**config.mk**
```make
export PLATFORM = sky130hd
export DESIGN_NAME = bbd_front
export DESIGN_NICKNAME = d
export VERILOG_FILES = /design/src/rtl/core/bbd_pkg.sv /design/src/rtl/core/bbd_front.sv
export SDC_FILE = /design/constraint.sdc
export NUM_CORES = 1
export LEC_CHECK = 0
export ABC_AREA = 1
export ABC_CLOCK_PERIOD_IN_PS = 6500
export BUFFER_PORTS_ARGS = -buffer_cell sky130_fd_sc_hd__buf_2
export CAP_MARGIN = 0
export CELL_PAD_IN_SITES_DETAIL_PLACEMENT = 2
export CELL_PAD_IN_SITES_GLOBAL_PLACEMENT = 2
export CORE_MARGIN = 4
export CORE_UTILIZATION = 40
export CTS_BUF_LIST = sky130_fd_sc_hd__clkbuf_4 sky130_fd_sc_hd__clkbuf_8
export DETAILED_ROUTE_END_ITERATION = 8
export PLACE_DENSITY = 0.9
export SETUP_SLACK_MARGIN = 0.2
export SLEW_MARGIN = 5
export SYNTH_ARGS = -nofsm -noshare
export SYNTH_HDL_FRONTEND = slang
export SYNTH_SLANG_ARGS = --single-unit
```
**constraint.sdc**
```tcl
create_clock -name clk -period 6.5 [get_ports clk]
set_input_delay 0.325 -clock clk [delete_from_list [all_inputs] [get_ports clk]]
set_output_delay 0.325 -clock clk [all_outputs]
set_load 0.03 [all_outputs]
```
**src/rtl/core/bbd_pkg.sv**
```systemverilog
// Shared types, widths and codes for the bilinear Bayer demosaic core.
// Depends on nothing; every other file of the core imports it.
package bbd_pkg;

    localparam int SAMPLE_W   = 16;
    localparam int MAX_WIDTH  = 4096;
    localparam int MAX_ROWS   = 16384;
    localparam int COL_W      = $clog2(MAX_WIDTH);
    localparam int ROW_W      = $clog2(MAX_ROWS);
    localparam int WIDTH_W    = COL_W + 1;
    localparam int HEIGHT_W   = ROW_W + 1;
    localparam int CNT_W      = WIDTH_W + HEIGHT_W;

    // Configuration port
    localparam int CFG_IDX_W  = 2;
    localparam int CFG_DATA_W = HEIGHT_W;
    localparam logic [CFG_IDX_W-1:0] CFG_WIDTH   = 2'd0;
    localparam logic [CFG_IDX_W-1:0] CFG_HEIGHT  = 2'd1;
    localparam logic [CFG_IDX_W-1:0] CFG_PATTERN = 2'd2;

    localparam logic [WIDTH_W-1:0]  WIDTH_RESET  = WIDTH_W'(4096);
    localparam logic [HEIGHT_W-1:0] HEIGHT_RESET = HEIGHT_W'(4096);

    // Bayer pattern codes
    localparam logic [1:0] PAT_RGGB = 2'd0;
    localparam logic [1:0] PAT_BGGR = 2'd1;
    localparam logic [1:0] PAT_GRBG = 2'd2;
    localparam logic [1:0] PAT_GBRG = 2'd3;

    // Input item kinds
    localparam logic FUNC_SAMPLE = 1'b0;
    localparam logic FUNC_DRAIN  = 1'b1;

    // Site colour of an output pixel
    localparam logic [1:0] SITE_RED       = 2'd0;
    localparam logic [1:0] SITE_BLUE      = 2'd1;
    localparam logic [1:0] SITE_GREEN_RED = 2'd2;  // green on a red row
    localparam logic [1:0] SITE_GREEN_BLU = 2'd3;  // green on a blue row

    // Queues
    localparam int OPQ_DEPTH   = 4;
    localparam int OPQ_PTR_W   = $clog2(OPQ_DEPTH);
    localparam int OPQ_CNT_W   = OPQ_PTR_W + 1;
    localparam int OUTQ_DEPTH  = 8;
    localparam int OUTQ_PTR_W  = $clog2(OUTQ_DEPTH);
    localparam int OUTQ_CNT_W  = OUTQ_PTR_W + 1;

    typedef struct packed {
        logic [COL_W-1:0]    col;
        logic [SAMPLE_W-1:0] sample;
        logic                emit;
        logic                lft;
        logic                rgt;
        logic                top;
        logic                bot;
        logic                last;
        logic [1:0]          site;
    } op_t;

    typedef struct packed {
        logic [SAMPLE_W-1:0] red;
        logic [SAMPLE_W-1:0] green;
        logic [SAMPLE_W-1:0] blue;
        logic                frame_last;
    } pixel_t;

endpackage

```
**src/rtl/core/bbd_front.sv**
```systemverilog
// Front end of the demosaic core: configuration registers, frame counters,
// item classification and the short op queue toward the back end. Uses bbd_pkg.
module bbd_front
    import bbd_pkg::*;
(
    input  logic                  clk,
    input  logic                  rst_n,
    input  logic                  push,
    output logic                  full,
    input  logic                  func,
    input  logic [SAMPLE_W-1:0]   sample,
    input  logic                  cfg_wr_en,
    input  logic [CFG_IDX_W-1:0]  cfg_idx,
    input  logic [CFG_DATA_W-1:0] cfg_wdata,
    output logic                  op_valid,
    output op_t                   op,
    input  logic                  op_pop
);

    logic [WIDTH_W-1:0]  width_reg;
    logic [HEIGHT_W-1:0] height_reg;
    logic [1:0]          pattern_reg;
    logic [CNT_W-1:0]    total_reg;

    logic [WIDTH_W-1:0]  wr_width;
    logic [HEIGHT_W-1:0] wr_height;
    logic [WIDTH_W-1:0]  width_sel;
    logic [HEIGHT_W-1:0] height_sel;
    logic [CNT_W-1:0]    total_next;

    logic [COL_W-1:0]    in_col_reg,  in_col_next;
    logic [COL_W-1:0]    out_col_reg, out_col_next;
    logic [ROW_W-1:0]    out_row_reg, out_row_next;
    logic [CNT_W-1:0]    taken_reg,   taken_next;

    logic                accept;
    logic                early;
    logic                op_push;
    logic                col_wrap;
    logic                rdx;
    logic                rdy;
    op_t                 op_in;

    op_t                 opq_mem [OPQ_DEPTH];
    logic [OPQ_PTR_W-1:0] wr_ptr_reg;
    logic [OPQ_PTR_W-1:0] rd_ptr_reg;
    logic [OPQ_CNT_W-1:0] count_reg, count_next;

    // Clamp written sizes into their legal ranges
    always_comb
    begin
        wr_width = cfg_wdata[WIDTH_W-1:0];
        if (wr_width == '0)
            wr_width = WIDTH_W'(1);
        else if (wr_width > WIDTH_W'(MAX_WIDTH))
            wr_width = WIDTH_W'(MAX_WIDTH);
        wr_height = cfg_wdata[HEIGHT_W-1:0];
        if (wr_height == '0)
            wr_height = HEIGHT_W'(1);
        else if (wr_height > HEIGHT_W'(MAX_ROWS))
            wr_height = HEIGHT_W'(MAX_ROWS);
    end

    assign width_sel  = (cfg_wr_en && cfg_idx == CFG_WIDTH)  ? wr_width  : width_reg;
    assign height_sel = (cfg_wr_en && cfg_idx == CFG_HEIGHT) ? wr_height : height_reg;
    assign total_next = CNT_W'(width_sel) * CNT_W'(height_sel);

    always_ff @(posedge clk or negedge rst_n)
    begin
        if (!rst_n)
        begin
            width_reg   <= WIDTH_RESET;
            height_reg  <= HEIGHT_RESET;
            pattern_reg <= PAT_RGGB;
            total_reg   <= CNT_W'(WIDTH_RESET) * CNT_W'(HEIGHT_RESET);
        end
        else if (cfg_wr_en)
        begin
            width_reg  <= width_sel;
            height_reg <= height_sel;
            total_reg  <= total_next;
            if (cfg_idx == CFG_PATTERN)
                pattern_reg <= cfg_wdata[1:0];
        end
    end

    // Red site position in the 2x2 cell
    always_comb
    begin
        unique case (pattern_reg)
            PAT_BGGR: begin rdx = 1'b1; rdy = 1'b1; end
            PAT_GRBG: begin rdx = 1'b1; rdy = 1'b0; end
            PAT_GBRG: begin rdx = 1'b0; rdy = 1'b1; end
            default:  begin rdx = 1'b0; rdy = 1'b0; end
        endcase
    end

    assign accept   = push && !full;
    assign early    = (func == FUNC_DRAIN) && (taken_reg < total_reg);
    assign op_push  = accept && !early;
    assign col_wrap = (WIDTH_W'(in_col_reg) + WIDTH_W'(1)) >= width_reg;

    always_comb
    begin
        op_in.col    = in_col_reg;
        op_in.sample = (func == FUNC_DRAIN) ? '0 : sample;
        op_in.emit   = taken_reg > CNT_W'(width_reg);
        op_in.lft    = out_col_reg == '0;
        op_in.rgt    = (WIDTH_W'(out_col_reg) + WIDTH_W'(1)) >= width_reg;
        op_in.top    = out_row_reg == '0;
        op_in.bot    = (HEIGHT_W'(out_row_reg) + HEIGHT_W'(1)) >= height_reg;
        op_in.last   = op_in.emit && op_in.bot && op_in.rgt;
        if (out_col_reg[0] == rdx && out_row_reg[0] == rdy)
            op_in.site = SITE_RED;
        else if (out_col_reg[0] != rdx && out_row_reg[0] != rdy)
            op_in.site = SITE_BLUE;
        else if (out_row_reg[0] == rdy)
            op_in.site = SITE_GREEN_RED;
        else
            op_in.site = SITE_GREEN_BLU;
    end

    // Advance the raster counters; the final pixel of the frame clears them all
    always_comb
    begin
        in_col_next  = in_col_reg;
        out_col_next = out_col_reg;
        out_row_next = out_row_reg;
        taken_next   = taken_reg;
        if (op_push)
        begin
            if (op_in.last)
            begin
                in_col_next  = '0;
                out_col_next = '0;
                out_row_next = '0;
                taken_next   = '0;
            end
            else
            begin
                taken_next  = taken_reg + CNT_W'(1);
                in_col_next = col_wrap ? '0 : in_col_reg + COL_W'(1);
                if (op_in.emit)
                begin
                    if (op_in.rgt)
                    begin
                        out_col_next = '0;
                        out_row_next = out_row_reg + ROW_W'(1);
                    end
                    else
                        out_col_next = out_col_reg + COL_W'(1);
                end
            end
        end
    end

    always_ff @(posedge clk or negedge rst_n)
    begin
        if (!rst_n)
        begin
            in_col_reg  <= '0;
            out_col_reg <= '0;
            out_row_reg <= '0;
            taken_reg   <= '0;
        end
        else
        begin
            in_col_reg  <= in_col_next;
            out_col_reg <= out_col_next;
            out_row_reg <= out_row_next;
            taken_reg   <= taken_next;
        end
    end

    // Op queue
    assign full     = count_reg == OPQ_CNT_W'(OPQ_DEPTH);
    assign op_valid = count_reg != '0;
    assign op       = opq_mem[rd_ptr_reg];

    always_comb
    begin
        unique case ({op_push, op_pop})
            2'b10:   count_next = count_reg + OPQ_CNT_W'(1);
            2'b01:   count_next = count_reg - OPQ_CNT_W'(1);
            default: count_next = count_reg;
        endcase
    end

    always_ff @(posedge clk or negedge rst_n)
    begin
        if (!rst_n)
        begin
            wr_ptr_reg <= '0;
            rd_ptr_reg <= '0;
            count_reg  <= '0;
        end
        else
        begin
            if (op_push)
                wr_ptr_reg <= wr_ptr_reg + OPQ_PTR_W'(1);
            if (op_pop)
                rd_ptr_reg <= rd_ptr_reg + OPQ_PTR_W'(1);
            count_reg <= count_next;
        end
    end

    always_ff @(posedge clk)
    begin
        if (op_push)
            opq_mem[wr_ptr_reg] <= op_in;
    end

    a_pop_nonempty: assert property (@(posedge clk) disable iff (!rst_n)
        op_pop |-> count_reg != '0)
        else $error("op queue popped while empty");

    a_last_clears: assert property (@(posedge clk) disable iff (!rst_n)
        op_push && op_in.last |=> taken_reg == '0 && in_col_reg == '0
                                  && out_col_reg == '0 && out_row_reg == '0)
        else $error("frame counters not cleared after final pixel");

    a_early_drain_holds: assert property (@(posedge clk) disable iff (!rst_n)
        accept && early |=> $stable(taken_reg) && $stable(out_col_reg)
                            && $stable(in_col_reg))
        else $error("early drain changed frame state");

endmodule

```
; ---- Word level (Yosys, flattened, before mapping)
; Memory sizes are Yosys's and may differ from the RTL's.
; Cells that the tools add are included.
[classes]
eq_ne = 12
magnitude_cmp = 7
n_mul = 1
reduce_logical = 25
mux = 24
addsub = 11
[op_table]
columns = operator, count
row1 = $mux W12, 5
row2 = $mux W15, 3
row3 = $mux W14, 3
row4 = $mux W13, 3
row5 = $add A28 B1 Y28 const B, 1
row6 = $gt A28 B13 Y1, 1
row7 = $lt A28 B28 Y1, 1
row8 = $mul A13 B15 Y28, 1
row9 = $mux W28, 1
row10 = $add A12 B1 Y13 const B, 2
row11 = $ge A13 B13 Y1, 2
row12 = $add A12 B1 Y12 const B, 2
row13 = $mux W16, 1
row14 = $add A14 B1 Y15 const B, 1
row15 = $ge A15 B15 Y1, 1
row16 = $gt A15 B15 Y1 const B, 1
row17 = $logic_not A15 Y1, 1
row18 = $add A14 B1 Y14 const B, 1
row19 = $logic_not A14 Y1, 1
row20 = $gt A13 B13 Y1 const B, 1
row21 = $logic_not A13 Y1, 1
row22 = $logic_not A12 Y1, 1
row23 = $logic_and A1 B1 Y1, 9
row24 = $eq A2 B2 Y1 const B, 4
row25 = 17 further kinds, 32
[totals]
regBits = 131
mem_count = 1
output_inout_bits = 38
mem_bits_rw = 144
[mem_list]
columns = name, depth, width, read_ports, rd_clocked_by_memory_dff, write_ports, line_no
row1 = opq_mem, 4, 36, 1, 0, 1, bbd_front.sv:44  ; op_t opq_mem [OPQ_DEPTH];

; ---- Logic depth before layout (Yosys ltp)
; Gate-level depths: netlist of run 1.
[logic_depth]
depth_word = 7
ltp_mapped = 31

; ---- Worst setup path after synthesis of run 1
; Ideal clock, no wire load.
[synth_path]
path_kind = input-to-reg
startpoint = in cfg_idx[1]
endpoint = reg total_reg[15]
path_buffers = 2
stages = 25
t_arrival_ns = 5.302
setup_slack_ns = 1.067
setup_time_ns = 0.130
path_cell_list = nor3_4 buf_2 nand2_1 o21ai_1 buf_2 nor2_1 fa_1 inv_1 fa_1 inv_1 fa_1 inv_1 fa_1 fa_1 inv_1 ha_1 a21oi_1 o21ai_0 inv_1 nand2_1 nand2_1 nand2_1 or2_2 nand3_1 o21ai_0
[synth_between]
elab_chain_len = 4
[synth_rtl]
columns = element, line_no
row1 = start: declaration, bbd_front.sv:13  ; input logic [CFG_IDX_W-1:0] cfg_idx,
row2 = $eq A2 B1 Y1 / $logic_not A2 Y1 (equally long branches), "bbd_front.sv:65, bbd_front.sv:64"
row3 = $logic_and A1 B1 Y1 (on tied branches), "bbd_front.sv:65, bbd_front.sv:64"
row4 = $mux W15 / $mux W13 (equally long branches), "bbd_front.sv:65, bbd_front.sv:64"
row5 = $mul A13 B15 Y28 *, bbd_front.sv:66  ; assign total_next = CNT_W'(width_sel) * CNT_W'(height_sel);
row6 = end signal: assignment, bbd_front.sv:75  ; total_reg <= CNT_W'(WIDTH_RESET) * CNT_W'(HEIGHT_RESET);
row7 = end signal: assignment, bbd_front.sv:81  ; total_reg <= total_next;
row8 = end: declaration, bbd_front.sv:23  ; logic [CNT_W-1:0] total_reg;
; Mark *: on every way between the ends. The rest lies on a longest branch, timed or not.
; A chain may end at the register's enable or synchronous reset.

; ---- Worst setup path in the final report of run 1
[layout_path]
startpoint = in cfg_wdata[2]
endpoint = reg total_reg[15]
[layout_between]
elab_chain_len = 5
[layout_rtl]
columns = element, line_no
row1 = start: declaration, bbd_front.sv:14  ; input logic [CFG_DATA_W-1:0] cfg_wdata,
row2 = $gt A15 B15 Y1 / $gt A13 B13 Y1 (equally long branches), "bbd_front.sv:60, bbd_front.sv:55"
row3 = $mux W15 / $mux W13 (equally long branches), "bbd_front.sv:60, bbd_front.sv:55"
row4 = $mux W15 / $mux W13 (equally long branches), "bbd_front.sv:58, bbd_front.sv:53"
row5 = $mux W15 / $mux W13 (equally long branches), "bbd_front.sv:65, bbd_front.sv:64"
row6 = $mul A13 B15 Y28 *, bbd_front.sv:66
; Marks and branches as above.

==> impl_metrics.ini, run 1 <==
[run_status]
status = finished clean

[worst_setup_path]
cp_data_required_time_ns = 7.03
r2r_cells = 24
startpoint = cfg_wdata[2]
worstPathArrival_ns = 6.82
r2r_end = total_reg[15]
reg2reg_slack_ns = 0.22
path_max_fanout = 9
path_common_cell = nand2_1
crit_path_end = total_reg[15]
worst-setup-path-type = primary input to flip-flop
critPathLaunchType = primary input
end_kind = flip-flop
regToRegStartpoint = width_reg[1]
slowest_delay_ns = 0.57
cp_slowest_cell = fa_1

[timing]
worst_slew_pin_slew_ns = 1.111
max-slew-margin-rel_pct = 25.96
hold_viol = 0
period_share_pct = 96.77
finalSetupTns_ns = 0
drv_slew = 0
rsz0062_at_grt = yes
finalSetupViolations = 0
hold_ws_ns = 0.04512
fin_crit_ns = 6.290
fmax_ghz = 0.1590
fin_skew_ns = 0.04928
setup_ws_ns = 0.2100

[clocking]
root_buffer = clkbuf_8
htreeDepth = 2
clk_pin_slew_ns = 0.09
cts_sinks = 275
cts_buffer_depth = 3
cts_buffers = 50
clock_latency_ns = 0.69
cts_tree = done

[synth]
synth-seq-cells = 275
yosysTopAreaCell = edfxtp_1
synthCells = 2539
syn_nets = 2889
synth_top_area_share_pct = 20.23
synth_area_per_cell_sq_um = 8.419
synth_area_sq_mm = 0.02138
synth_area_leaders = edfxtp_1 20%, dfrtp_1 15%, fa_1 13%, ha_1 9.8%, nand2_1 9.2%
yosysWarnings = 0
ys_types = 51
ys_seq_area_share_pct = 35.58

[drt]
drt_wl_total_microns = 101300
num_vias = 20227
drtPass1Iterations = 5
avgViaCountPerCell = 6.015
routedWlPerCell_microns = 30.12
drc = 0
postRouteAntennaNets = 0
drtIter0Drc = 1654

[layout]
finalNonFillerCells = 3363
largest_reg_flops = 144
drive_gt1_share_pct = 11.07
area_growth_pct = 11.26
fin_nets = 2983

[global_routing]
grt_pass1_vias = 23363
grt-ovfl-total = 0
grt_pass1_wl_microns = 151200
grt_max_degree = 75
antenna_found_initial = 4
track_usage_pct = 35.00

[floorplanning]
row_count = 84
num_io_pins = 77
dieHeight_microns = 239.2
dieArea_sq_mm = 0.05720
die_w_microns = 239.2
initial_core_util_pct = 40.52
core_sq_mm = 0.05276

[placed_design]
port_buffers = 76
dpl.hpwl_microns = 64070
pre_cts_ws_ns = -0.3485
gp_congestion = 0.9242
dp.cells = 3265

[flow_run]
maxCapViolCount = 0

[worst_hold_path]
hold_class = primary input to flip-flop
==> synthesized netlist by cell type, drive strengths merged <==
master,number
nand2,536
inv,462
nor2,320
ha,167
o21ai,155
edfxtp,144
fa,144
nand3,139
dfrtp,128
a21oi,57
o22ai,46
xor2,46
buf,38
nand4,36
nor3,32
clkbuf,29
xnor2,14
nor4,9
or2,6
nand3b,5
o21bai,5
a21o,4
nor3b,4
a21boi,3
dfstp,3
a31oi,2
o21a,2
a22oi,1
clkinv,1
nand2b,1
==> metrics by stage <==
step           utilization, %  instance area (sq um)
2_1_floorplan               -                  21380
3_3_place_gp            42.65                  22500
3_5_place_dp            42.65                  22500
4_1_cts                 44.87                  23680
5_1_grt                 45.08                  23780
6_report                45.08                  23780
==> critical path, delay by kind of cell <==
family	cells	cell delay, ns
buf+inv	7	0.74
simple gates	11	1.80
fa+ha+maj	6	2.85
compound gates	5	1.09
==> cells in the final DEF (no fill, tap or decap), types with 5 or more instances in the layout <==
cell type    n
nor2_1     304
nor2_2       7
xnor2_1     14
nand3b_1     5
a21oi_1     53
fa_1       141
nand2_2      7
nand2_1    525
inv_1      429
o21ai_1     12
clkbuf_4    12
buf_2       75
o22ai_1     42
nand3_1    136
xor2_1      46
inv_2       23
o21ai_0    135
clkbuf_8    65
nand4_1     35
nor4_1       8
o21bai_1     5
ha_1       166
or2_2        6
clkinv_2     8
o21ai_2      5
buf_4       30
nor2_4       9
nor3_1      28
inv_4        8
clkinv_1     5
edfxtp_1   144
dfrtp_1    127
==> cells by family after synthesis <==
group | count (synthesis) | synth area share (%)
adder cells (fa/ha/maj) | 311 | 23.26
buffers and inverters | 530 | 9.874
AND/OR/NAND/NOR | 1088 | 21.49
flip-flops | 275 | 35.58
XOR/XNOR | 60 | 2.458
AO/OA/AOI/OAI | 275 | 7.340
==> per-layer routing <==
metal / GRT usage (%) / wire length, microns / up-vias
li1: - / - / 8274
met5: 0 / 22 / -
met4: 23.73 / 8232 / 4
met1: 38.27 / 35950 / 10375
met3: 6.390 / 6428 / 472
met2: 61.84 / 50660 / 1102
==> repair_timing <==
action                                  in CTS  in global routing
setup buffers                                0                  2
endpoints found under the hold margin       59                  0
endpoints found under the setup margin       5                 15
pin swaps                                    0                  2
cloned                                       0                  0
hold buffers                                 2                  0
resized for setup                            8                 28
==> how the worst min path moves through the flow <==
stage,depth (start not counted),slack [ns],endpoint,from
floorplan,0,0.03,count_reg[0],rst_n
global placement,1,0.37,height_reg[11],rst_n
detailed placement,1,0.39,total_reg[25],rst_n
CTS,3,0.01,opq_mem[2][23],sample[15]
global route,3,0.05,opq_mem[1][23],sample[15]
finish,3,0.05,opq_mem[1][23],sample[15]
==> layout make-up <==
type / instances / area (sq um)
diodes: 1 / 2.502
clock buffers: 77 / 984.7
clock inverters: 16 / 148.9
fillers: 5796 / 28980
inverters: 463 / 1763
multi-input cells: 1734 / 11770
flip-flops and latches: 275 / 7607
well taps: 688 / 860.8
repair buffers: 109 / 643.1
Power of run 1 is left out: the tool's default activity adds up to more than one toggle a clock period on the data nets, which glitch-free logic cannot reach.
==> inputs of run 2 (changes only) <==
Settings changed: BUFFER_PORTS_ARGS -buffer_cell sky130_fd_sc_hd__buf_2 to -buffer_cell sky130_fd_sc_hd__clkbuf_2.
==> run 2 against run 1 <==
  * Count of clock-buffer cells in the layout increased by 3
  * Worst setup slack better by 0.019 ns
  * Register-to-register slack is essentially flat
  * Critical endpoint is now total_reg[13]
  * Design area hardly changed
  * Critical path type is now flip-flop to flip-flop
==> impl_metrics.ini, run 2 (synthesis results as in run 1) <==
[run_status]
status = finished clean

[drt]
drc = 0
drtPass1Iterations = 5
postRouteAntennaNets = 0
avgViaCountPerCell = 5.849
routedWlPerCell_microns = 28.66
drt_wl_total_microns = 96570
num_vias = 19711
drtIter0Drc = 1330

[worst_setup_path]
worst-setup-path-type = flip-flop to flip-flop
end_kind = flip-flop
critPathLaunchType = flip-flop
worstPathArrival_ns = 6.83
path_max_fanout = 14
cp_data_required_time_ns = 7.06
startpoint = width_reg[3]
r2r_end = total_reg[13]
reg2reg_slack_ns = 0.23
r2r_cells = 22
regToRegStartpoint = width_reg[3]
crit_path_end = total_reg[13]

[worst_hold_path]
hold_class = primary input to flip-flop

[placed_design]
dpl-instance-area_sq_mm = 0.02251
dpl.hpwl_microns = 63430
gp_congestion = 0.9042
port_buffers = 76

[global_routing]
grt_pass1_wl_microns = 143900
grt_pass1_vias = 22982
grt_max_degree = 76
track_usage_pct = 33.14
grt-ovfl-total = 0
antenna_found_initial = 2

[layout]
final_common_cell = nand2_1
fin_nets = 2989
layout_common_cells = 525 x nand2_1, 431 x inv_1, 301 x nor2_1, 167 x ha_1
seq_area_sq_mm = 0.007607
postLayoutCoreUtil_pct = 45.07
area_growth_pct = 11.24
n_fill_cell = 5850
drive_gt1_share_pct = 11.08
largest_reg_flops = 144
fin_area_sq_mm = 0.02378
multi_input_area_sq_mm = 0.01175

[timing]
rsz0062_at_grt = yes
fmax_ghz = 0.1595
fin_crit_ns = 6.271
finalSetupTns_ns = 0
hold_viol = 0
fin_skew_ns = 0.04587
hold_ws_ns = 0.03792
max-slew-margin-rel_pct = 26.59
period_share_pct = 96.48
finalSetupViolations = 0
worst_slew_pin_slew_ns = 1.101
drv_slew = 0

[clocking]
htreeDepth = 2
clock_latency_ns = 0.71
cts_buffers = 51
root_buffer = clkbuf_8
cts_tree = done
cts_buffer_depth = 3
cts_sinks = 275
clk_pin_slew_ns = 0.07

[floorplanning]
core_sq_mm = 0.05276
dieHeight_microns = 239.2
die_w_microns = 239.2
initial_core_util_pct = 40.52
num_io_pins = 77
dieArea_sq_mm = 0.05720
row_count = 84

[flow_run]
maxCapViolCount = 0
[run 2: changes by cell type in the layout (fill, tap and decap cells not counted), sizes merged]
cell | previous run | this run
clkinv | 13 | 12
diode | 1 | 2
dlygate4sd3 | 2 | 5
buf | 107 | 34
inv | 463 | 462
clkbuf | 77 | 155
[run 2: final cells by class]
cell class / instances / area share [%]
timing repair buffer: 114 / 2.878
multi-input combinational: 1734 / 49.39
sequential: 275 / 31.99
antenna: 2 / 0.02105
clock inverter: 14 / 0.6472
inverter: 463 / 7.377
tap: 688 / 3.620
clock buffer: 80 / 4.078
[run 2: worst max-delay path: stages (launching register included)]
cell and delay, ns:
dfrtp_1 0.43, clkinvlp_4 0.20, nand2_1 0.10, o21ai_1 0.12, buf_4 0.30, nor2_2 0.11, fa_1 0.70, inv_1 0.14
fa_1 0.58, inv_1 0.05, ha_1 0.32, ha_1 0.30, inv_1 0.08, fa_1 0.70, inv_1 0.10, ha_1 0.41
a21oi_1 0.29, nand2_1 0.25, nand3_1 0.14, nand2_1 0.19, a21oi_1 0.23, xor2_1 0.24, o21ai_0 0.12
[run 2: metrics by stage]
stage                     instances  setup WS (ns)
after floorplan                2539          1.067
after CTS                      3365         0.2013
final                          3370         0.2289
after global routing           3369        0.09601
after global placement         3266        -0.1201
after detailed placement       3266        -0.2612
[run 2: what timing repair did]
action | in CTS | in global routing
setup endpoints to repair | 1 | 15
hold endpoints to repair | 77 | 0
gates cloned | 0 | 0
setup buffers | 0 | 3
pin swaps | 0 | 3
hold buffers | 5 | 0
resized for setup | 1 | 23
[run 2: worst min-delay path by stage]
stage / from / endpoint / slack [ns] / cells past startpoint
after global routing: cfg_wdata[1] / pattern_reg[1] / 0.04 / 3
after detailed placement: rst_n / height_reg[11] / 0.41 / 1
final: sample[8] / opq_mem[0][16] / 0.04 / 3
after CTS: sample[15] / opq_mem[1][23] / 0.001 / 3
after global placement: rst_n / height_reg[11] / 0.38 / 1
after floorplan: rst_n / count_reg[0] / 0.03 / 0
[run 2: per-layer routing]
metal	global-route usage [%]	share of wire [%]	up-vias
met1	35.81	36	10157
met4	19.70	6.9	0
met3	6.943	6.2	409
met5	0	0	-
li1	-	-	8272
met2	59.73	51	873
Power of run 2 is left out for the same reason.
