`src/rtl/core/bbd_pkg.sv`:
```
// Shared types, widths and codes for the bilinear Bayer demosaic core.
// Depends on nothing; every other file of the core imports it.
package bbd_pkg;

    localparam int SAMPLE_W   = 16;
    localparam int MAX_WIDTH  = 4096;
    localparam int MAX_ROWS   = 16384;
    localparam int COL_W      = $clog2(MAX_WIDTH);
    localparam int ROW_W      = $clog2(MAX_ROWS);
    localparam int WIDTH_W    = COL_W + 1;
    localparam int HEIGHT_W   = ROW_W + 1;
    localparam int CNT_W      = WIDTH_W + HEIGHT_W;

    // Configuration port
    localparam int CFG_IDX_W  = 2;
    localparam int CFG_DATA_W = HEIGHT_W;
    localparam logic [CFG_IDX_W-1:0] CFG_WIDTH   = 2'd0;
    localparam logic [CFG_IDX_W-1:0] CFG_HEIGHT  = 2'd1;
    localparam logic [CFG_IDX_W-1:0] CFG_PATTERN = 2'd2;

    localparam logic [WIDTH_W-1:0]  WIDTH_RESET  = WIDTH_W'(4096);
    localparam logic [HEIGHT_W-1:0] HEIGHT_RESET = HEIGHT_W'(4096);

    // Bayer pattern codes
    localparam logic [1:0] PAT_RGGB = 2'd0;
    localparam logic [1:0] PAT_BGGR = 2'd1;
    localparam logic [1:0] PAT_GRBG = 2'd2;
    localparam logic [1:0] PAT_GBRG = 2'd3;

    // Input item kinds
    localparam logic FUNC_SAMPLE = 1'b0;
    localparam logic FUNC_DRAIN  = 1'b1;

    // Site colour of an output pixel
    localparam logic [1:0] SITE_RED       = 2'd0;
    localparam logic [1:0] SITE_BLUE      = 2'd1;
    localparam logic [1:0] SITE_GREEN_RED = 2'd2;  // green on a red row
    localparam logic [1:0] SITE_GREEN_BLU = 2'd3;  // green on a blue row

    // Queues
    localparam int OPQ_DEPTH   = 4;
    localparam int OPQ_PTR_W   = $clog2(OPQ_DEPTH);
    localparam int OPQ_CNT_W   = OPQ_PTR_W + 1;
    localparam int OUTQ_DEPTH  = 8;
    localparam int OUTQ_PTR_W  = $clog2(OUTQ_DEPTH);
    localparam int OUTQ_CNT_W  = OUTQ_PTR_W + 1;

    typedef struct packed {
        logic [COL_W-1:0]    col;
        logic [SAMPLE_W-1:0] sample;
        logic                emit;
        logic                lft;
        logic                rgt;
        logic                top;
        logic                bot;
        logic                last;
        logic [1:0]          site;
    } op_t;

    typedef struct packed {
        logic [SAMPLE_W-1:0] red;
        logic [SAMPLE_W-1:0] green;
        logic [SAMPLE_W-1:0] blue;
        logic                frame_last;
    } pixel_t;

endpackage

```
`src/rtl/core/bbd_outq.sv`:
```
// Result queue of the demosaic core; holds finished pixels for the consumer.
// Uses bbd_pkg.
module bbd_outq
    import bbd_pkg::*;
(
    input  logic                  clk,
    input  logic                  rst_n,
    input  logic                  wr_en,
    input  pixel_t                din,
    input  logic                  rd_en,
    output logic                  empty,
    output pixel_t                dout,
    output logic [OUTQ_CNT_W-1:0] count
);

    pixel_t                mem [OUTQ_DEPTH];
    logic [OUTQ_PTR_W-1:0] wr_ptr_reg;
    logic [OUTQ_PTR_W-1:0] rd_ptr_reg;
    logic [OUTQ_CNT_W-1:0] count_reg, count_next;
    logic                  do_rd;

    assign empty = count_reg == '0;
    assign count = count_reg;
    assign dout  = mem[rd_ptr_reg];
    assign do_rd = rd_en && !empty;

    always_comb
    begin
        unique case ({wr_en, do_rd})
            2'b10:   count_next = count_reg + OUTQ_CNT_W'(1);
            2'b01:   count_next = count_reg - OUTQ_CNT_W'(1);
            default: count_next = count_reg;
        endcase
    end

    always_ff @(posedge clk or negedge rst_n)
    begin
        if (!rst_n)
        begin
            wr_ptr_reg <= '0;
            rd_ptr_reg <= '0;
            count_reg  <= '0;
        end
        else
        begin
            if (wr_en)
                wr_ptr_reg <= wr_ptr_reg + OUTQ_PTR_W'(1);
            if (do_rd)
                rd_ptr_reg <= rd_ptr_reg + OUTQ_PTR_W'(1);
            count_reg <= count_next;
        end
    end

    always_ff @(posedge clk)
    begin
        if (wr_en)
            mem[wr_ptr_reg] <= din;
    end

endmodule
```
`config.mk`:
```
export PLATFORM = sky130hd
export DESIGN_NAME = bbd_outq
export DESIGN_NICKNAME = d
export VERILOG_FILES = /design/src/rtl/core/bbd_pkg.sv /design/src/rtl/core/bbd_outq.sv
export SDC_FILE = /design/constraint.sdc
export NUM_CORES = 1
export LEC_CHECK = 0
export BUFFER_PORTS_ARGS = -buffer_cell sky130_fd_sc_hd__buf_2
export CAP_MARGIN = 20
export CORE_MARGIN = 2
export CORE_UTILIZATION = 60
export CTS_CLUSTER_SIZE = 14
export DETAILED_ROUTE_END_ITERATION = 8
export PLACE_DENSITY = 0.84
export SLEW_MARGIN = 10
export SYNTH_ARGS = -nofsm -noshare
export SYNTH_HDL_FRONTEND = slang
export SYNTH_SLANG_ARGS = --single-unit
```
`constraint.sdc`:
```
create_clock -name clk -period 6.7 [get_ports clk]
set_input_delay 0.335 -clock clk [delete_from_list [all_inputs] [get_ports clk]]
set_output_delay 0.335 -clock clk [all_outputs]
set_load 0.1 [all_outputs]
```
Yosys cells after proc, flatten, opt, wreduce, memory -nomap -nowiden
Memory sizes are Yosys's and may differ from the RTL's.
Index checks and enable logic that the tools add are counted.
{"block": "word_totals", "regBits": 10, "latchBits": 0, "ram_bits": 392, "romBits": 0, "in_bits": 53, "output_inout_bits": 54, "word_cells": 17, "n_memories": 1}
{"block": "classes", "n_addsub": 4, "multipliers": 0, "div": 0, "n_lt_le_gt_ge": 0, "eq_ne": 2, "shift": 0, "muxes": 3, "bitwise_logic": 0, "n_reduce_logical": 4}
{"name": "mem", "words": 8, "word_bits": 49, "read_ports": 1, "rd_clocked_by_memory_dff": 0, "wr": 1, "line": "bbd_outq.sv:16", "source": "pixel_t mem [OUTQ_DEPTH];"}
{"op": "$pmux W4 S2", "count": 1}
{"op": "$add A3 B1 Y3 const B", "count": 2}
{"op": "$add A4 B1 Y4 const B", "count": 1}
{"op": "$logic_not A4 Y1", "count": 1}
{"op": "$sub A4 B1 Y4 const B", "count": 1}
{"op": "$eq A2 B1 Y1 const B", "count": 1}
{"op": "$eq A2 B2 Y1 const B", "count": 1}
{"op": "$mux W1", "count": 2}
{"op": "$reduce_bool A2 Y1", "count": 1}
{"op": "$logic_and A1 B1 Y1", "count": 1}
{"op": "$logic_not A1 Y1", "count": 1}

Depth between registers and ports, before layout
Gate-level depths: netlist (run 1).
{"block": "logic_depth", "word_depth": 5, "ltp_mapped": 7, "ltp_nobuf": 7}

Worst setup path before layout (run 1)
No wires, ideal clock.
{"block": "synth_path", "path_type": "flip-flop to flip-flop", "start": "register wr_ptr_reg[1]", "end": "memory mem[0][0] in the netlist's numbering, enable pin", "setup_time_ns": 0.516, "arrival_ns": 3.919, "t_required_ns": 6.184, "slack_ns": 2.265, "path_stages_with_launch": 3, "path_buffers": 0, "synth_period_minus_slack_ns": 4.435, "path_cell_list": "dfrtp_1 nand2b_1 nor3_1"}
{"item": "start, declared", "line": "bbd_outq.sv:17", "source": "logic [OUTQ_PTR_W-1:0] wr_ptr_reg;"}
{"item": "start signal, assigned", "line": "bbd_outq.sv:47", "source": "wr_ptr_reg <= wr_ptr_reg + OUTQ_PTR_W'(1);"}
{"item": "end, declared", "line": "bbd_outq.sv:16"}
Straight into the memory's write port.

==> results by group, run 1 <==
Status
  – Run status: finished, final reports clean

Die
  – Count of pins on the block boundary: 107
  – DIE HEIGHT: 163.8 µm
  – # rows: 58
  – Width of the die: 163.8 µm
  – Effective utilization at floorplan: 60.99%
  – Core outline area: 25110 µm²
  – Area enclosed by the die boundary: 26820 µm²

Synthesis
  – Synthesized netlist net count: 691
  – Post-synthesis register bit count: 402
  – Share of flip-flops with an asynchronous set or reset after synthesis: 2.488%
  – Top cell type by total area after synthesis: edfxtp_1
  – Synthesized instance count: 632
  – Top post-synthesis cells by area: edfxtp_1 77%, mux4_2 14%, mux2_2 3.8%
  – Post-Syn Area: 15310 µm²
  – Top-count cell post-synth: edfxtp_1
  – Synth top area share: 76.86%
  – Most numerous cell types in the synthesized netlist: 392 x edfxtp_1, 98 x mux4_2, 51 x mux2_2, 13 x clkbuf_1, 11 x buf_2
  – Portion of the post-synthesis area used by sequential elements: 78.50%
  – Number of enable flip-flop cells after synthesis: 392
  – Yosys cell types: 29
  – Per-instance average area after synthesis: 24.23 µm²
  – Yosys warns: 0
  – Leading register cell type out of synthesis: edfxtp_1

Global routing
  – GR Layer Usage met1: 30.77%
  – Most used routing layer: met2
  – Wire length of the first global-routing pass: 44.79 mm
  – Aggregate global routing overflow: 0
  – M3 GR Usage: 5.202%
  – Pin count of the biggest net entering global routing: 54
  – GRT Overall Usage: 23.19%
  – Met2 GRT Util: 39.17%
  – Antenna violations before repair: 6
  – Number of global-route vias before repair: 7400

Route
  – Number of vias after detailed routing: 6995
  – DRC viols: 0
  – Remaining antenna violation count: 0
  – Total length of routed wires: 30.19 mm
  – Routed wire length per instance: 26.72 µm
  – Number of design-rule violations left by the first detailed-router iteration: 643
  – Via density per instance: 6.190
  – Detailed-routing iteration count for the pre-antenna-repair pass: 5

STA
  – Final min period: 3769 ps
  – Final setup violation count: 0
  – RSZ-0062 raised after global routing: no
  – Accumulated negative setup slack: 0 ps
  – Final hold violations: 0
  – Slew headroom: 35.81%
  – Fin crit share: 56.26%
  – Fin Clk Skew: 13.19 ps
  – Tightest Pin Transition: 960.6 ps
  – Final-report max-slew violation count: 0
  – Max Clk Rate: 265.3 MHz

Worst setup path
  – Master of the slowest instance on the critical path: dfrtp_4
  – Critical path cell sequence: buf_4, mux4_2, mux2_2, buf_2
  – Arr. time, crit path: 3430 ps
  – Critical-path maximum fanout: 48
  – Setup Crit Path Kind: flop to output port
  – Startpoint class of the critical path: flop
  – Worst setup EP type: output port
  – Worst path max stage delay: 1070 ps
  – Required time worst endpoint: 6360 ps
  – Number of buffers and inverters on the critical path: 2
  – Cell family with most CP delay: flip-flops

CTS
  – Skew-Pair Late Insertion Delay: 520 ps
  – Number of buffers added by the clock tree synthesis step: 38
  – Number of cells upsized or downsized after cts: 0
  – Number of buffers on the longest clock path: 3
  – Number of clock sinks: 402
  – Number of post-CTS setup repair buffers: 0
  – Master cell of the clock root buffer: clkbuf_16
  – CTS tree: built
  – Clock slew seen by the registers of the worst setup and hold paths: 60 ps
  – # H-tree levels: 2
  – Total of hold buffers inserted after clock tree synthesis: 1

Run
  – Maximum capacitance violations: 0

Placed design
  – Post-place instance area: 16260 µm²
  – Input/output buffers: 106
  – Detailed placer's ending HPWL: 16.17 mm
  – GP Congestion: 0.7383

Layout
  – Area taken by multi-input logic gates: 3163 µm²
  – Synth-to-layout area growth: 14.20%
  – Number of flip-flops under the largest register name: 392
  – FILL cells: 1449
  – Register area: 12030 µm²
  – Net count reported at finish: 823
  – Fraction of layout instances using a drive strength above 1: 41.87%
  – Finished layout cell area: 17490 µm²

Hold path
  – Kind of path behind the tightest hold check: primary input to flop
## metrics by stage
stage                     setup slack [ps]  instances  hold WS (ps)  utilization (%)
final                                 2931       1130         86.25            69.65
after global routing                  2698       1126         70.48            69.61
after CTS                             2848       1123         64.65            69.58
after detailed placement              3429       1053         213.6            64.77
after global placement                3492       1053         198.6            64.77
after floorplan                       2265        632         39.41                -
## layout make-up
| cell class | count | area share [%] |
|---|---|---|
| Multi-Input combinational cell | 195 | 18.09 |
| Clock inverter | 14 | 0.5652 |
| Sequential cell | 402 | 68.79 |
| Clock buffer | 55 | 6.281 |
| Inverter | 6 | 0.1288 |
| Tap cell | 330 | 2.361 |
| Timing Repair Buffer | 121 | 3.692 |
| Antenna cell | 7 | 0.1002 |
## path summary, 6_finish.rpt
path	from	endpoint	slack [ps]	depth (start not counted)
max in group asynchronous	rst_n	rd_ptr_reg[1]	6250	2
min	din[11]	mem[4][11]	90	1
min reg2reg	wr_ptr_reg[1]	wr_ptr_reg[1]	590	1
min in group asynchronous	rst_n	count[0]	210	2
max	rd_ptr_reg[0]	dout[33]	2930	4
max reg2reg	count[0]	count[3]	3570	7
## placed cells by master (no fill, tap or decap), drive strengths merged
| cell type | n |
|---|---|
| clkbuf | 55 |
| a21oi | 2 |
| o41ai | 1 |
| mux2 | 51 |
| nor3 | 2 |
| nand2b | 3 |
| o211ai | 1 |
| buf | 120 |
| mux2i | 1 |
| edfxtp | 392 |
| xor2 | 2 |
| nor4 | 1 |
| bufinv | 1 |
| nand3 | 2 |
| nor2 | 6 |
| or4b | 1 |
| ha | 5 |
| fa | 1 |
| mux4 | 98 |
| inv | 6 |
| nor3b | 3 |
| dfrtp | 10 |
| o21ai | 1 |
| a2111o | 1 |
| clkinv | 13 |
| nand2 | 8 |
| xnor2 | 4 |
| diode | 7 |
| dlygate4sd3 | 1 |
| o311ai | 1 |
## logic make-up (layout without fill, tap and decap cells)
family	after synthesis	after routing	share of synthesized area (%)
flops	402	402	78.50
buf+inv	35	196	1.209
fa+ha+maj	6	6	0.5392
mux	150	150	18.23
simple gates	26	26	0.8497
compound gates	7	7	0.3350
xor+xnor	6	6	0.3431
other cells	0	7	0
## routing by layer
layer | vias up | routed length (µm)
met1 | 3675 | 11690
met4 | 2 | 599
met2 | 308 | 15760
met5 | - | 13
met3 | 48 | 2127
li1 | 2962 | -
## worst reg2reg max path: stages, from the launching register on
cell and delay (ps):
dfrtp_1 450, o41ai_1 670, inv_1 190, ha_1 330, ha_1 380, or4b_2 700, o311ai_0 150, o211ai_1 130
Power of run 1 is left out: the tool's default activity adds up to more than one toggle a clock period on the data nets, which glitch-free logic cannot reach.
==> run 2, diff against run 1 <==
Settings changed: ABC_AREA from default to 1.
Clock period 6.7 ns to 3.58 ns, I/O delays scaled along.
==> results by group, run 2 <==
Status
  – Run status: finished, final reports clean

Synthesis
  – Per-instance average area after synthesis: 9.840 µm² (-59%)
  – Number of enable flip-flop cells after synthesis: 392 (unchanged)
  – Leading register cell type out of synthesis: edfxtp_1
  – Top post-synthesis cells by area: edfxtp_1 67%, nand2_1 14%, nor2_1 8.6%
  – Most numerous cell types in the synthesized netlist: 664 x nand2_1, 401 x nor2_1, 392 x edfxtp_1, 210 x inv_1, 36 x buf_2
  – Top cell type by total area after synthesis: edfxtp_1
  – Synth top area share: 67.39% (-9.5 points)
  – Yosys cell types: 21 (-28%)
  – Post-synthesis register bit count: 402 (unchanged)
  – Portion of the post-synthesis area used by sequential elements: 68.83% (-9.7 points)
  – Share of flip-flops with an asynchronous set or reset after synthesis: 2.488% (unchanged)
  – Post-Syn Area: 17470 µm² (+14%)
  – Synthesized netlist net count: 1834 (+170%)
  – Synthesized instance count: 1775 (+180%)
  – Top-count cell post-synth: nand2_1
  – Yosys warns: 0 (unchanged)

Layout
  – Synth-to-layout area growth: 15.45%
  – Finished layout cell area: 20170 µm² (+15%)
  – Net count reported at finish: 1984 (+140%)
  – Fraction of layout instances using a drive strength above 1: 10.24% (-32 points)
  – Top library cells by usage in the layout, fill and taps aside: 664 x nand2_1, 393 x nor2_1, 392 x edfxtp_1
  – Post-route core utilization: 70.26% (+0.60 points)
  – Commonest non-fill, non-tap cell in the layout: nand2_1
  – Number of flip-flops under the largest register name: 392 (unchanged)

STA
  – Final setup violation count: 0 (unchanged)
  – Final hold violations: 0 (unchanged)
  – Fin crit share: 90.01%
  – Tightest Pin Transition: 1016 ps (+55.03 ps)
  – Final min period: 3223 ps
  – Hold Slack: 55.28 ps (-30.97 ps)
  – RSZ-0062 raised after global routing: no
  – Max Clk Rate: 310.3 MHz
  – Accumulated negative setup slack: 0 ps (unchanged)
  – Fin Clk Skew: 6.269 ps (-6.919 ps)
  – Slew headroom: 32.29% (-3.5 points)
  – Final-report max-slew violation count: 0 (unchanged)

Route
  – Number of design-rule violations left by the first detailed-router iteration: 1163 (+81%)
  – Remaining antenna violation count: 0 (unchanged)
  – Via density per instance: 5.129 (-17%)
  – Detailed-routing iteration count for the pre-antenna-repair pass: 5 (unchanged)
  – Routed wire length per instance: 16.16 µm (-40%)
  – Total length of routed wires: 37.79 mm (+25%)
  – Number of vias after detailed routing: 12.00k (+72%)
  – DRC viols: 0 (unchanged)

CTS
  – CTS tree: built
  – Master cell of the clock root buffer: clkbuf_16
  – Number of cells upsized or downsized after cts: 0 (unchanged)
  – Total of hold buffers inserted after clock tree synthesis: 52 (+51)
  – Number of post-CTS setup repair buffers: 0 (unchanged)
  – Clock slew seen by the registers of the worst setup and hold paths: 60 ps (about the same)
  – Number of buffers on the longest clock path: 3 (unchanged)
  – # H-tree levels: 2 (unchanged)
  – Skew-Pair Late Insertion Delay: 510 ps (about the same)
  – Number of clock sinks: 402 (unchanged)
  – Number of buffers added by the clock tree synthesis step: 40 (+5.3%)

Die
  – DIE HEIGHT: 174.6 µm (+6.6%)
  – Area enclosed by the die boundary: 30490 µm² (+14%)
  – # rows: 62 (+6.9%)
  – Count of pins on the block boundary: 107 (unchanged)
  – Effective utilization at floorplan: 60.85% (-0.14 points)
  – Core outline area: 28700 µm² (+14%)
  – Width of the die: 174.6 µm (+6.6%)

Worst setup path
  – Startpoint class of the critical path: flop
  – Beginning of the worst register-to-register path: rd_ptr_reg[1]
  – R2r setup slk: 1340 ps (-2230 ps)
  – Required time worst endpoint: 3400 ps (-2960 ps)
  – Arr. time, crit path: 3040 ps (-390 ps)
  – Critical-path maximum fanout: 91 (+90%)
  – Reg-to-reg critical path endpoint: rd_ptr_reg[2]
  – Worst path max stage delay: 1100 ps (+30 ps)
  – Worst setup EP type: output port
  – Reg2Reg Depth: 5 (-2)
  – CP dominant cell by count: nand2_1
  – Critical path cell sequence: buf_4, nor2_1, nor2_1, nand2_1, nand2_1, nand2_1, nand2_1, buf_2
  – Setup Crit Path Kind: flop to output port
  – Master of the slowest instance on the critical path: dfrtp_4

Global routing
  – Antenna violations before repair: 1 (-5)
  – GRT Overall Usage: 25.10% (+1.9 points)
  – Pin count of the biggest net entering global routing: 92 (+70%)
  – Wire length of the first global-routing pass: 59.72 mm (+33%)
  – Number of global-route vias before repair: 11.87k (+60%)
  – Aggregate global routing overflow: 0 (unchanged)

Placed design
  – Post-place instance area: 18390 µm² (+13%)
  – Detailed placer's ending HPWL: 20.42 mm (+26%)
  – Input/output buffers: 106 (unchanged)
  – GP Congestion: 0.7699 (+4.3%)

Run
  – Maximum capacitance violations: 0 (unchanged)

Hold path
  – Kind of path behind the tightest hold check: primary input to async pin
==> run 2: cell types whose count changed in the layout (fill, tap and decap cells not counted), moves of 6 or more <==
cell	previous run	this run
nand2_1	8	664
nor2_1	0	393
inv_1	6	209
mux4_2	98	0
dlygate4sd3_1	1	52
mux2_2	51	0
buf_12	0	10
diode_2	7	1
==> run 2: critical path, delay by kind of cell (launching register included) <==
| kind | cells | cell delay [ps] |
|---|---|---|
| flip-flops | 1 | 1100 |
| AND/OR/NAND/NOR | 6 | 500 |
| buffers and inverters | 2 | 910 |
==> run 2: metrics by stage <==
stage / cells / setup slack, ps
final: 2339 / 357.5
after global routing: 2339 / 177.8
after CTS: 2338 / 397.4
after detailed placement: 2215 / 942.7
after global placement: 2215 / 1074
after floorplan: 1775 / 333.2
==> run 2: final cells by class <==
type | count | area [µm²]
well taps | 384 | 480.5
repair buffers | 184 | 1371
clock buffers | 54 | 1095
diodes | 1 | 2.502
inverters | 211 | 794.5
fillers | 1896 | 8537
flip-flops and latches | 402 | 12030
multi-input cells | 1086 | 4237
clock inverters | 17 | 155.1
==> run 2: how the worst max path moves through the flow <==
stage,from,to,slack (ps)
floorplan,wr_ptr_reg[0],mem[0][0],330
global placement,rd_ptr_reg[0],dout[7],1070
detailed placement,rd_ptr_reg[0],dout[6],940
CTS,rd_ptr_reg[0],dout[6],400
global route,rd_ptr_reg[0],dout[6],180
finish,rd_ptr_reg[0],dout[6],360
==> run 2: cell families after synthesis <==
| family | after synthesis | synth area share (%) |
|---|---|---|
| AOI/OAI and AO/OA | 3 | 0.08593 |
| xor gates and xnor gates | 4 | 0.2006 |
| adders and majority gates | 6 | 0.4728 |
| buffers and inverters | 287 | 7.264 |
| DFF | 402 | 68.83 |
| and+or+nand+nor | 1073 | 23.15 |
==> run 2: per-layer routing <==
metal | GRT usage (%) | vias up | part of all wire (%)
met5 | 0 | - | 0
met4 | 8.750 | 0 | 2.4
met3 | 4.091 | 76 | 8.1
met2 | 42.64 | 524 | 50
met1 | 33.23 | 5590 | 40
li1 | - | 5807 | -
Power of run 2 is left out for the same reason.
==> run 3, diff against run 2 <==
Settings changed: ABC_AREA 1 to default.
==> results by group, run 3 (same netlist as run 1, synthesis figures left out) <==
Status
  – Run status: finished, final reports clean

Die
  – Area enclosed by the die boundary: 26820 µm² (-12%)
  – Core outline area: 25110 µm² (-13%)
  – DIE HEIGHT: 163.8 µm (-6.2%)
  – Count of pins on the block boundary: 107 (unchanged)
  – Width of the die: 163.8 µm (-6.2%)
  – Effective utilization at floorplan: 60.99% (+0.14 points)
  – # rows: 58 (-6.5%)

Run
  – Maximum capacitance violations: 0 (unchanged)

STA
  – Accumulated negative setup slack: 0 ps (unchanged)
  – Slew headroom: 42.51% (+10 points)
  – Final hold violations: 0 (unchanged)
  – RSZ-0062 raised after global routing: no
  – Max Clk Rate: 314.9 MHz (+1.5%)
  – Tightest Pin Transition: 862.3 ps (-153.3 ps)
  – Fin crit share: 88.70% (-1.3 points)
  – Final min period: 3175 ps (-47.21 ps)
  – Fin Clk Skew: 11.87 ps (+5.605 ps)
  – Final setup violation count: 0 (unchanged)
  – Final-report max-slew violation count: 0 (unchanged)

Layout
  – Net count reported at finish: 878 (-56%)
  – Diodes inserted: 0 (-1)
  – Post-route core utilization: 72.04% (+1.8 points)
  – Commonest non-fill, non-tap cell in the layout: edfxtp_1
  – Synth-to-layout area growth: 18.11%
  – Top library cells by usage in the layout, fill and taps aside: 392 x edfxtp_1, 106 x buf_2, 98 x mux4_2
  – Number of flip-flops under the largest register name: 392 (unchanged)
  – Fraction of layout instances using a drive strength above 1: 39.24% (+29 points)

Route
  – Via density per instance: 6.057 (+18%)
  – Remaining antenna violation count: 0 (unchanged)
  – DRC viols: 0 (unchanged)
  – Detailed-routing iteration count for the pre-antenna-repair pass: 5 (unchanged)
  – Number of vias after detailed routing: 7123 (-41%)
  – Number of design-rule violations left by the first detailed-router iteration: 663 (-43%)
  – Total length of routed wires: 29.94 mm (-21%)
  – Routed wire length per instance: 25.46 µm (+58%)

Worst setup path
  – Setup Crit Path Kind: flop to flop
  – Critical-path maximum fanout: 9 (-90%)
  – Startpoint class of the critical path: flop
  – Beginning of the worst register-to-register path: count[0]
  – Worst setup EP type: flop
  – Start point of the critical path: count[0]
  – Required time worst endpoint: 3970 ps (+570 ps)
  – Arr. time, crit path: 3560 ps (+520 ps)

Global routing
  – Wire length of the first global-routing pass: 45.34 mm (-24%)
  – GRT Overall Usage: 23.16% (-1.9 points)
  – Number of global-route vias before repair: 7599 (-36%)
  – Antenna violations before repair: 0 (-1)
  – Aggregate global routing overflow: 0 (unchanged)
  – Pin count of the biggest net entering global routing: 50 (-46%)

CTS
  – # H-tree levels: 2 (unchanged)
  – Number of buffers on the longest clock path: 3 (unchanged)
  – Number of buffers added by the clock tree synthesis step: 39 (-2.5%)
  – Skew-Pair Late Insertion Delay: 510 ps (about the same)
  – Clock slew seen by the registers of the worst setup and hold paths: 60 ps (about the same)
  – Number of clock sinks: 402 (unchanged)
  – Number of post-CTS setup repair buffers: 0 (unchanged)
  – Master cell of the clock root buffer: clkbuf_16
  – Number of cells upsized or downsized after cts: 0 (unchanged)
  – Total of hold buffers inserted after clock tree synthesis: 52 (unchanged)
  – CTS tree: built

Placed design
  – Detailed placer's ending HPWL: 15.79 mm (-23%)
  – GP Congestion: 0.7286 (-5.4%)
  – Input/output buffers: 106 (unchanged)

Hold path
  – Kind of path behind the tightest hold check: primary input to async pin
-- run 3: cell types whose count changed in the layout (fill, tap and decap cells not counted), moves of 7 or more --
cell / before / now
buf_4: 16 / 9
clkinv_1: 7 / 15
inv_1: 209 / 6
mux2_2: 0 / 51
mux4_2: 0 / 98
nand2_1: 664 / 8
nor2_1: 393 / 0
-- run 3: path summary, 6_finish.rpt --
check,endpoint,cells after the start,slack (ps)
max,count[3],7,400
min,count[2],2,50
max reg2reg,count[3],7,400
min reg2reg,wr_ptr_reg[1],1,580
max in group asynchronous,rd_ptr_reg[1],2,3310
min in group clk,mem[1][43],2,450
-- run 3: routing by layer --
metal / part of all wire (%) / global-route usage (%)
met1: 39 / 32.42
met2: 52 / 38.41
met5: 0 / 0
met3: 6.6 / 4.091
met4: 2.1 / 6.699
-- run 3: cell type report --
cell class	instances	area (µm²)
Tap cell	330	412.9
Multi-Input combinational cell	195	3182
Inverter	6	22.52
Clock inverter	21	113.9
Timing Repair Buffer	175	1279
Clock buffer	47	1049
Fill cell	1393	7020
Sequential cell	402	12030
-- run 3: through the flow --
stage,instances,hold slack [ps],setup slack (ps),instance area [µm²]
floorplan,632,-116.6,356.6,15330
global placement,1056,45.26,670.3,16410
detailed placement,1056,54.77,423.6,16410
CTS,1176,44.11,419.1,18090
global route,1176,80.03,246.8,18090
finish,1176,50.31,404.7,18090
-- run 3: critical path, cell delays in order (launching register included) --
cell and delay, ps:
dfrtp_1 480, o41ai_1 710, inv_1 180, ha_1 340, ha_1 390, or4b_2 690, o311ai_0 130, o211ai_1 120
Power of run 3 is left out for the same reason.
